$ cat config.mk
export PLATFORM = sky130hd
export DESIGN_NAME = ipv4_subnet_pair_classifier
export DESIGN_NICKNAME = d
export VERILOG_FILES = /design/src/hw/rtl/ispc_pkg.sv /design/src/hw/rtl/ipv4_subnet_pair_classifier.sv /design/src/hw/rtl/ispc_ctrl.sv /design/src/hw/rtl/ispc_dp.sv
export SDC_FILE = /design/constraint.sdc
export NUM_CORES = 2
export LEC_CHECK = 0
export BUFFER_PORTS_ARGS = -buffer_cell sky130_fd_sc_hd__buf_2
export CAP_MARGIN = 20
export CELL_PAD_IN_SITES_DETAIL_PLACEMENT = 0
export CELL_PAD_IN_SITES_GLOBAL_PLACEMENT = 1
export CORE_ASPECT_RATIO = 0.7
export CORE_MARGIN = 2
export CORE_UTILIZATION = 50
export CTS_CLUSTER_DIAMETER = 50
export DETAILED_ROUTE_END_ITERATION = 10
export GPL_TIMING_DRIVEN = 0
export PLACE_DENSITY = 0.8
export SLEW_MARGIN = 25
export SYNTH_ARGS = -nofsm -noshare
export SYNTH_HDL_FRONTEND = slang
export SYNTH_SLANG_ARGS = --single-unit
$ cat constraint.sdc
create_clock -name clk -period 6.6 [get_ports clk]
set_input_delay 0.99 -clock clk [delete_from_list [all_inputs] [get_ports clk]]
set_output_delay 0.99 -clock clk [all_outputs]
set_load 0.05 [all_outputs]
$ cat src/hw/rtl/ispc_pkg.sv
package ispc_pkg;

  // Subnet table geometry
  localparam int unsigned DEPTH  = 64;
  localparam int unsigned IDX_W  = $clog2(DEPTH);
  localparam int unsigned CNT_W  = $clog2(DEPTH + 1);
  localparam int unsigned ADDR_W = 32;
  localparam int unsigned PFX_W  = 6;
  localparam int unsigned EIDX_W = 6;

  // Stream word layout
  localparam int unsigned S_TDATA_W = 112;
  localparam int unsigned M_TDATA_W = 8;

  localparam logic MODE_WRITE = 1'b0;
  localparam logic MODE_QUERY = 1'b1;

  typedef enum logic [1:0] {
    ST_IDLE,
    ST_SCAN1,
    ST_SCAN2,
    ST_RESULT
  } state_t;

  // Controller to datapath
  typedef struct packed {
    logic write;     // store table entry from the input word
    logic capture;   // latch query addresses, start first pass
    logic restart;   // start second pass on the second address
    logic scan;      // advance the table read
    logic take1;     // first pass hit: allocated, same from compare
    logic take2;     // second pass done: allocated from hit
    logic out_load;  // move result into the output register
  } cmd_t;

  // Datapath to controller
  typedef struct packed {
    logic hit;
    logic stop;
    logic exhausted;
    logic out_free;
  } stat_t;

  function automatic logic [ADDR_W-1:0] prefix_mask(input logic [PFX_W-1:0] p);
    logic [ADDR_W-1:0] m;
    if (p == '0) begin
      m = '0;
    end else if (p >= PFX_W'(ADDR_W)) begin
      m = '1;
    end else begin
      m = {ADDR_W{1'b1}} << (PFX_W'(ADDR_W) - p);
    end
    return m;
  endfunction

endpackage

$ cat src/hw/rtl/ipv4_subnet_pair_classifier.sv
// Channel  Dir  Signals                       Payload (low bit up)
// cfg      in   cfg_wen, cfg_wdata[6:0]       entry_count
// s_axis   in   tvalid, tready, tdata, tuser  tdata: entry_index, entry_base, entry_prefix,
//                                             first_address, second_address; tuser: mode
// m_axis   out  tvalid, tready, tdata         same_subnet, allocated
//
// A table write word gives no output word.
// A query scans the table one entry per cycle through its single read port:
// each pass reads up to N entries (N = min(entry_count, 64)), at most two
// passes, then the result is moved out and the controller goes back to idle.
// rst is synchronous: entry_count clears, table contents stay undefined.
// The output register holds its word while m_axis_tready is low; a new
// write word is still taken, a query waits before its result is loaded.
module ipv4_subnet_pair_classifier (
  input  logic         clk,
  input  logic         rst,
  input  logic         cfg_wen,
  input  logic [6:0]   cfg_wdata,
  input  logic         s_axis_tvalid,
  output logic         s_axis_tready,
  // entry_index[5:0], entry_base[37:6], entry_prefix[43:38],
  // first_address[75:44], second_address[107:76], zero pad[111:108]
  input  logic [ispc_pkg::S_TDATA_W-1:0] s_axis_tdata,
  // mode[0]
  input  logic [0:0]   s_axis_tuser,
  output logic         m_axis_tvalid,
  input  logic         m_axis_tready,
  // same_subnet[0], allocated[1], zero pad[7:2]
  output logic [ispc_pkg::M_TDATA_W-1:0] m_axis_tdata
);
  import ispc_pkg::*;

  cmd_t  cmd;
  stat_t stat;
  logic  s_ready;
  logic  m_same;
  logic  m_alloc;

  assign s_axis_tready = s_ready;
  assign m_axis_tdata  = {6'b0, m_alloc, m_same};

  ispc_ctrl u_ctrl (
    .clk     (clk),
    .rst     (rst),
    .s_valid (s_axis_tvalid),
    .s_mode  (s_axis_tuser[0]),
    .s_ready (s_ready),
    .stat    (stat),
    .cmd     (cmd)
  );

  // Unpack the input word and run the table, compare and output register
  ispc_dp u_dp (
    .clk            (clk),
    .rst            (rst),
    .cfg_wen        (cfg_wen),
    .cfg_wdata      (cfg_wdata),
    .entry_index    (s_axis_tdata[5:0]),
    .entry_base     (s_axis_tdata[37:6]),
    .entry_prefix   (s_axis_tdata[43:38]),
    .first_address  (s_axis_tdata[75:44]),
    .second_address (s_axis_tdata[107:76]),
    .cmd            (cmd),
    .stat           (stat),
    .m_valid        (m_axis_tvalid),
    .m_ready        (m_axis_tready),
    .m_same         (m_same),
    .m_alloc        (m_alloc)
  );

endmodule

$ cat src/hw/rtl/ispc_ctrl.sv
module ispc_ctrl (
  input  logic           clk,
  input  logic           rst,
  input  logic           s_valid,
  input  logic           s_mode,
  output logic           s_ready,
  input  ispc_pkg::stat_t stat,
  output ispc_pkg::cmd_t  cmd
);
  import ispc_pkg::*;

  state_t state;
  state_t state_next;

  always_ff @(posedge clk) begin
    if (rst) begin
      state <= ST_IDLE;
    end else begin
      state <= state_next;
    end
  end

  always_comb begin
    state_next = state;
    cmd        = '0;
    s_ready    = 1'b0;
    unique case (state)
      ST_IDLE: begin
        s_ready = 1'b1;
        if (s_valid) begin
          if (s_mode == MODE_WRITE) begin
            cmd.write = 1'b1;
          end else begin
            cmd.capture = 1'b1;
            state_next  = ST_SCAN1;
          end
        end
      end
      ST_SCAN1: begin
        cmd.scan = 1'b1;
        if (stat.hit) begin
          cmd.take1  = 1'b1;
          state_next = ST_RESULT;
        end else if (stat.stop || stat.exhausted) begin
          cmd.restart = 1'b1;
          state_next  = ST_SCAN2;
        end
      end
      ST_SCAN2: begin
        cmd.scan = 1'b1;
        if (stat.hit || stat.stop || stat.exhausted) begin
          cmd.take2  = 1'b1;
          state_next = ST_RESULT;
        end
      end
      ST_RESULT: begin
        if (stat.out_free) begin
          cmd.out_load = 1'b1;
          state_next   = ST_IDLE;
        end
      end
      default: begin
        state_next = ST_IDLE;
      end
    endcase
  end

  // Second pass only ever follows the first
  a_scan2_entry: assert property (@(posedge clk) disable iff (rst)
    (state == ST_SCAN2) |-> ($past(state) == ST_SCAN1 || $past(state) == ST_SCAN2))
    else $error("second pass entered without a first pass");

  // A result is produced only after a scan
  a_result_entry: assert property (@(posedge clk) disable iff (rst)
    $rose(state == ST_RESULT) |-> ($past(state) == ST_SCAN1 || $past(state) == ST_SCAN2))
    else $error("result state entered without a scan");

  // Hold the finished result while the output register is still occupied
  a_result_hold: assert property (@(posedge clk) disable iff (rst)
    (state == ST_RESULT && !stat.out_free) |=> (state == ST_RESULT))
    else $error("result state left while the output register was busy");

endmodule

$ cat src/hw/rtl/ispc_dp.sv
module ispc_dp (
  input  logic                                clk,
  input  logic                                rst,
  input  logic                                cfg_wen,
  input  logic [ispc_pkg::CNT_W-1:0]          cfg_wdata,
  input  logic [ispc_pkg::EIDX_W-1:0]         entry_index,
  input  logic [ispc_pkg::ADDR_W-1:0]         entry_base,
  input  logic [ispc_pkg::PFX_W-1:0]          entry_prefix,
  input  logic [ispc_pkg::ADDR_W-1:0]         first_address,
  input  logic [ispc_pkg::ADDR_W-1:0]         second_address,
  input  ispc_pkg::cmd_t                      cmd,
  output ispc_pkg::stat_t                     stat,
  output logic                                m_valid,
  input  logic                                m_ready,
  output logic                                m_same,
  output logic                                m_alloc
);
  import ispc_pkg::*;

  logic [ADDR_W-1:0] base_mem [DEPTH];
  logic [PFX_W-1:0]  pfx_mem  [DEPTH];

  logic [CNT_W-1:0]  entry_count;
  logic [ADDR_W-1:0] addr1;
  logic [ADDR_W-1:0] addr2;
  logic              sel2;
  logic [CNT_W-1:0]  rd_idx;
  logic              pend;
  logic [ADDR_W-1:0] base_q;
  logic [PFX_W-1:0]  pfx_q;
  logic              res_same;
  logic              res_alloc;

  logic [CNT_W-1:0]  limit;
  logic [ADDR_W-1:0] cur_addr;
  logic [ADDR_W-1:0] mask;
  logic              rd_go;
  logic              same_ok;

  assign limit    = (entry_count > CNT_W'(DEPTH)) ? CNT_W'(DEPTH) : entry_count;
  assign cur_addr = sel2 ? addr2 : addr1;
  assign mask     = prefix_mask(pfx_q);
  assign rd_go    = cmd.scan && (rd_idx < limit);
  assign same_ok  = (base_q == (addr2 & mask));

  assign stat.hit       = pend && (base_q == (cur_addr & mask));
  assign stat.stop      = pend && (base_q > cur_addr);
  assign stat.exhausted = !pend && (rd_idx >= limit);
  assign stat.out_free  = !m_valid || m_ready;

  always_ff @(posedge clk) begin
    if (cmd.write) begin
      base_mem[entry_index[IDX_W-1:0]] <= entry_base;
      pfx_mem[entry_index[IDX_W-1:0]]  <= entry_prefix;
    end
    if (rd_go) begin
      base_q <= base_mem[rd_idx[IDX_W-1:0]];
      pfx_q  <= pfx_mem[rd_idx[IDX_W-1:0]];
    end
  end

  always_ff @(posedge clk) begin
    if (rst) begin
      entry_count <= '0;
    end else if (cfg_wen) begin
      entry_count <= cfg_wdata;
    end
  end

  // Scan pointer and compare stage
  always_ff @(posedge clk) begin
    if (rst) begin
      rd_idx <= '0;
      pend   <= 1'b0;
      sel2   <= 1'b0;
    end else if (cmd.capture) begin
      rd_idx <= '0;
      pend   <= 1'b0;
      sel2   <= 1'b0;
    end else if (cmd.restart) begin
      rd_idx <= '0;
      pend   <= 1'b0;
      sel2   <= 1'b1;
    end else if (cmd.scan) begin
      pend <= rd_go;
      if (rd_go) begin
        rd_idx <= rd_idx + CNT_W'(1);
      end
    end
  end

  always_ff @(posedge clk) begin
    if (cmd.capture) begin
      addr1 <= first_address;
      addr2 <= second_address;
    end
    if (cmd.take1) begin
      res_same  <= same_ok;
      res_alloc <= 1'b1;
    end else if (cmd.take2) begin
      res_same  <= 1'b0;
      res_alloc <= stat.hit;
    end
    if (cmd.out_load) begin
      m_same  <= res_same;
      m_alloc <= res_alloc;
    end
  end

  always_ff @(posedge clk) begin
    if (rst) begin
      m_valid <= 1'b0;
    end else if (cmd.out_load) begin
      m_valid <= 1'b1;
    end else if (m_ready) begin
      m_valid <= 1'b0;
    end
  end

  a_hit_stop_excl: assert property (@(posedge clk) disable iff (rst)
    !(stat.hit && stat.stop))
    else $error("entry both matches and ends the scan");

  a_idx_bound: assert property (@(posedge clk) disable iff (rst)
    rd_idx <= CNT_W'(DEPTH))
    else $error("scan pointer beyond table depth");

  a_no_overwrite: assert property (@(posedge clk) disable iff (rst)
    cmd.out_load |-> (!m_valid || m_ready))
    else $error("result loaded over an untaken word");

  a_pend_source: assert property (@(posedge clk) disable iff (rst)
    $rose(pend) |-> $past(rd_go))
    else $error("compare stage without a table read");

endmodule
==> metrics.cfg <==
[worst_setup_path]
cp.required_ns = 7.19
slowest_stage = nor4_4
path_max_fanout = 10
max_stage_delay_ns = 1.00
critical_path_class = flip-flop to flip-flop
path_cells = buf_2 -> inv_1 -> ha_1 -> buf_2 -> xnor2_1 -> buf_2 -> nand2_1 -> a31oi_1 -> nor3_1 -> nor4bb_1 -> nand4_1 -> nor4_4 -> nand2_1 -> nor4_2
critical_path_arrival_ns = 6.94
crit_buf_inv = 4
crit_family = simple AND/OR/NAND/NOR gates
path_common_cell = buf_2
end_kind = flip-flop
path_depth = 14
critPathLaunchType = flip-flop
worst-r2r-setup-slack_ns = 0.25
r2r_cells = 14

[floorplan]
die_w_um = 537
die_area_um2 = 202000
rows = 136
initial_core_util_pct = 50.5
core_um2 = 197000
die_h_um = 377
ios = 135

[timing]
slew_viol_final = 0
rsz0062_at_grt = no
setup_ws_ns = 0.248
clock.fmax_mhz = 157
min_period_ns = 6.35
tightest_slew_ns = 1.17
finalSetupViolations = 0
hold_viol = 0
fin_crit_sh_pct = 96.2
relSlewSlack_pct = 22.3
skew_ns = 0.0570

[worst_hold_path]
holdPathStages = 1
hp-class = primary input to flip-flop

[cells_and_area]
fill_cells = 13200
drive_above_1_share_pct = 32.4
final_nets = 4829
syn2layout_area_growth_pct = 15.4
final-seq-area_um2 = 76600
utilization_pct = 58.2
multi_input_area_um2 = 22300

[cts]
clkTransAtPathRegs_ns = 0.07
cts_buffer_depth = 4
cts_sinks = 2557
cts_tree = built
clkLatencyLatePin_ns = 0.87
numCtsBuffers = 223
cts_root_buf = clkbuf_16
cts_max_level = 4

[synthesis]
synth.distinct_cells = 74
synth_top_cell_by_area = edfxtp_1
synth_top_cell_area_share_pct = 76.7
netlist_instances = 4163
syn_area_um2 = 99400
ys_ff_latch = 2557
async_flop_share_pct = 0
synth.top_cells.by_area = edfxtp_1 (77%), mux4_2 (18%), ha_1 (0.60%), clkbuf_1 (0.53%), mux2i_1 (0.42%)
seq_area_frac_synth_pct = 77.1
yosys_warnings = 0
postSynthAreaPerCell_um2 = 23.9
synthFlopType = edfxtp_1
synth-edff-count = 2537

[global_routing]
antenna_found_initial = 54
grt_pass1_wl_mm = 400
overflow = 0
grt_max_degree = 65
grt_pass1_vias = 49200
grtUsageTotal_pct = 29.0

[routing]
vias_per_cell = 6.79
vias = 50700
wl_per_cell_um = 39.1
first_pass_iters = 8
wl_mm = 292
final_antenna_net_count = 0
drt_iter0_markers = 9518
drc = 0

[placement]
gp_congestion = 0.926
place_hpwl_mm = 191
port_buffers = 120
dp_slack_ns = 0.399

[power]
p_per_area_nw_per_um2 = 341
power.leakage_nw = 34.6
ir_drop_uv = 267

[outcome]
status = finished, final reports clean

[job]
drv_cap = 0

[where the power goes]
part	leakage [nW]	switching [mW]	total, mW	internal [mW]
Clock	3.48	5.85	13.1	7.26
Combinational	8.08	4.56	7.65	3.09
Sequential	23.0	0.249	18.4	18.1
[Yosys cell counts, drive strengths merged, types with 4 or more instances]
master   number
or2           4
a21o          7
a21oi        22
buf          80
nand3        15
a22oi         4
a221oi        5
mux2i        42
o211ai       14
o21ai        43
xnor2        21
nand3b        5
nor3         26
nor2b        12
nand2b        5
edfxtp     2537
a22o          4
nand2        50
or3           5
mux4        798
a211oi        9
nor4         12
ha           48
xor2         22
clkbuf      139
or4           4
dfxtp        20
a2111oi       7
nor3b         4
inv          20
a31oi         4
nand4        22
nor2        107
[worst paths after layout]
path,startpoint,to
worst min register to register,u_dp.res_same,u_dp.m_same
worst max register to register,u_dp.pfx_q[0],u_dp.res_same
worst min-delay path,s_axis_tdata[54],u_dp.addr1[10]
worst max-delay path,u_dp.pfx_q[0],u_dp.res_same
[sequential cells by signal, indices dropped and copies added, names as in the netlist]
name              flops
u_dp.m_same           1
u_dp.m_alloc          1
u_dp.base_q          32
u_dp.res_same         1
u_dp.res_alloc        1
u_dp.entry_count      7
u_dp.pfx_q            6
u_dp.addr1           32
u_dp.base_mem      2048
u_dp.m_valid          1
u_dp.pfx_mem        384
u_dp.rd_idx           7
u_dp.pend             1
u_dp.sel2             1
u_dp.addr2           32
u_ctrl.state          2
[layout make-up]
| type | count | share of cell area [%] |
|---|---|---|
| Multi-Input combinational cell | 1371 | 19.5 |
| Buffer | 219 | 0.872 |
| Clock inverter | 120 | 1.09 |
| Clock buffer | 271 | 5.12 |
| Sequential cell | 2557 | 66.8 |
| Tap cell | 2622 | 2.86 |
| Inverter | 21 | 0.0688 |
| Antenna cell | 17 | 0.0371 |
| Timing Repair Buffer | 263 | 3.65 |
[placed cells by master (no fill, tap or decap), types with 7 or more instances in the layout]
master,instances
a211oi_1,9
a21o_1,7
a21oi_1,21
buf_1,11
buf_12,43
buf_16,92
buf_2,118
buf_4,47
buf_6,9
bufinv_16,24
clkbuf_1,139
clkbuf_16,226
clkbuf_2,61
clkinv_1,44
clkinv_2,32
clkinvlp_4,7
dfxtp_1,20
diode_2,17
edfxtp_1,2537
ha_1,48
inv_1,20
mux2i_1,42
mux4_2,798
nand2_1,50
nand3_1,15
nand4_1,22
nor2_1,43
nor2_4,64
nor2b_1,12
nor3_1,25
nor4_1,8
o211ai_1,14
o21ai_0,40
xnor2_1,21
xor2_1,21
[logic make-up after synthesis]
logic type               after synthesis  synth area share, %
flip-flops                          2557                 77.1
adder cells (fa/ha/maj)               48                0.604
AO/OA/AOI/OAI                        153                 1.06
AND/OR/NAND/NOR                      281                 1.39
XOR/XNOR                              43                0.387
other                                  1              0.00377
buffers and inverters                240                0.975
multiplexers                         840                 18.5
[metrics by stage]
| stage | power [mW] | area [um^2] | hold WS (ns) | cells | setup TNS (ns) |
|---|---|---|---|---|---|
| finish | 39.1 | 115000 | 0.291 | 7461 | 0 |
| global placement | 25.9 | 103000 | 0.421 | 6910 | -82.61 |
| floorplan | 23.1 | 99400 | 0.400 | 4168 | 0 |
| detailed placement | 26.1 | 107000 | 0.425 | 7050 | 0 |
| global route | 40.1 | 115000 | 0.272 | 7451 | 0 |
| CTS | 39.0 | 114000 | 0.255 | 7441 | 0 |
[routing by layer]
metal	wire length (um)	track usage [%]
met1	107000	40.7
met2	129000	41.9
met4	11200	10.5
met3	44600	10.6
met5	296	0
[what timing repair did]
action | in CTS | in global routing
setup buffers | 0 | 0
gates resized for setup | 0 | 1
hold buffers | 0 | 0
endpoints found under the setup margin | 0 | 1
endpoints found under the hold margin | 0 | 0
No activity file was read; power rests on OpenSTA's default activity.
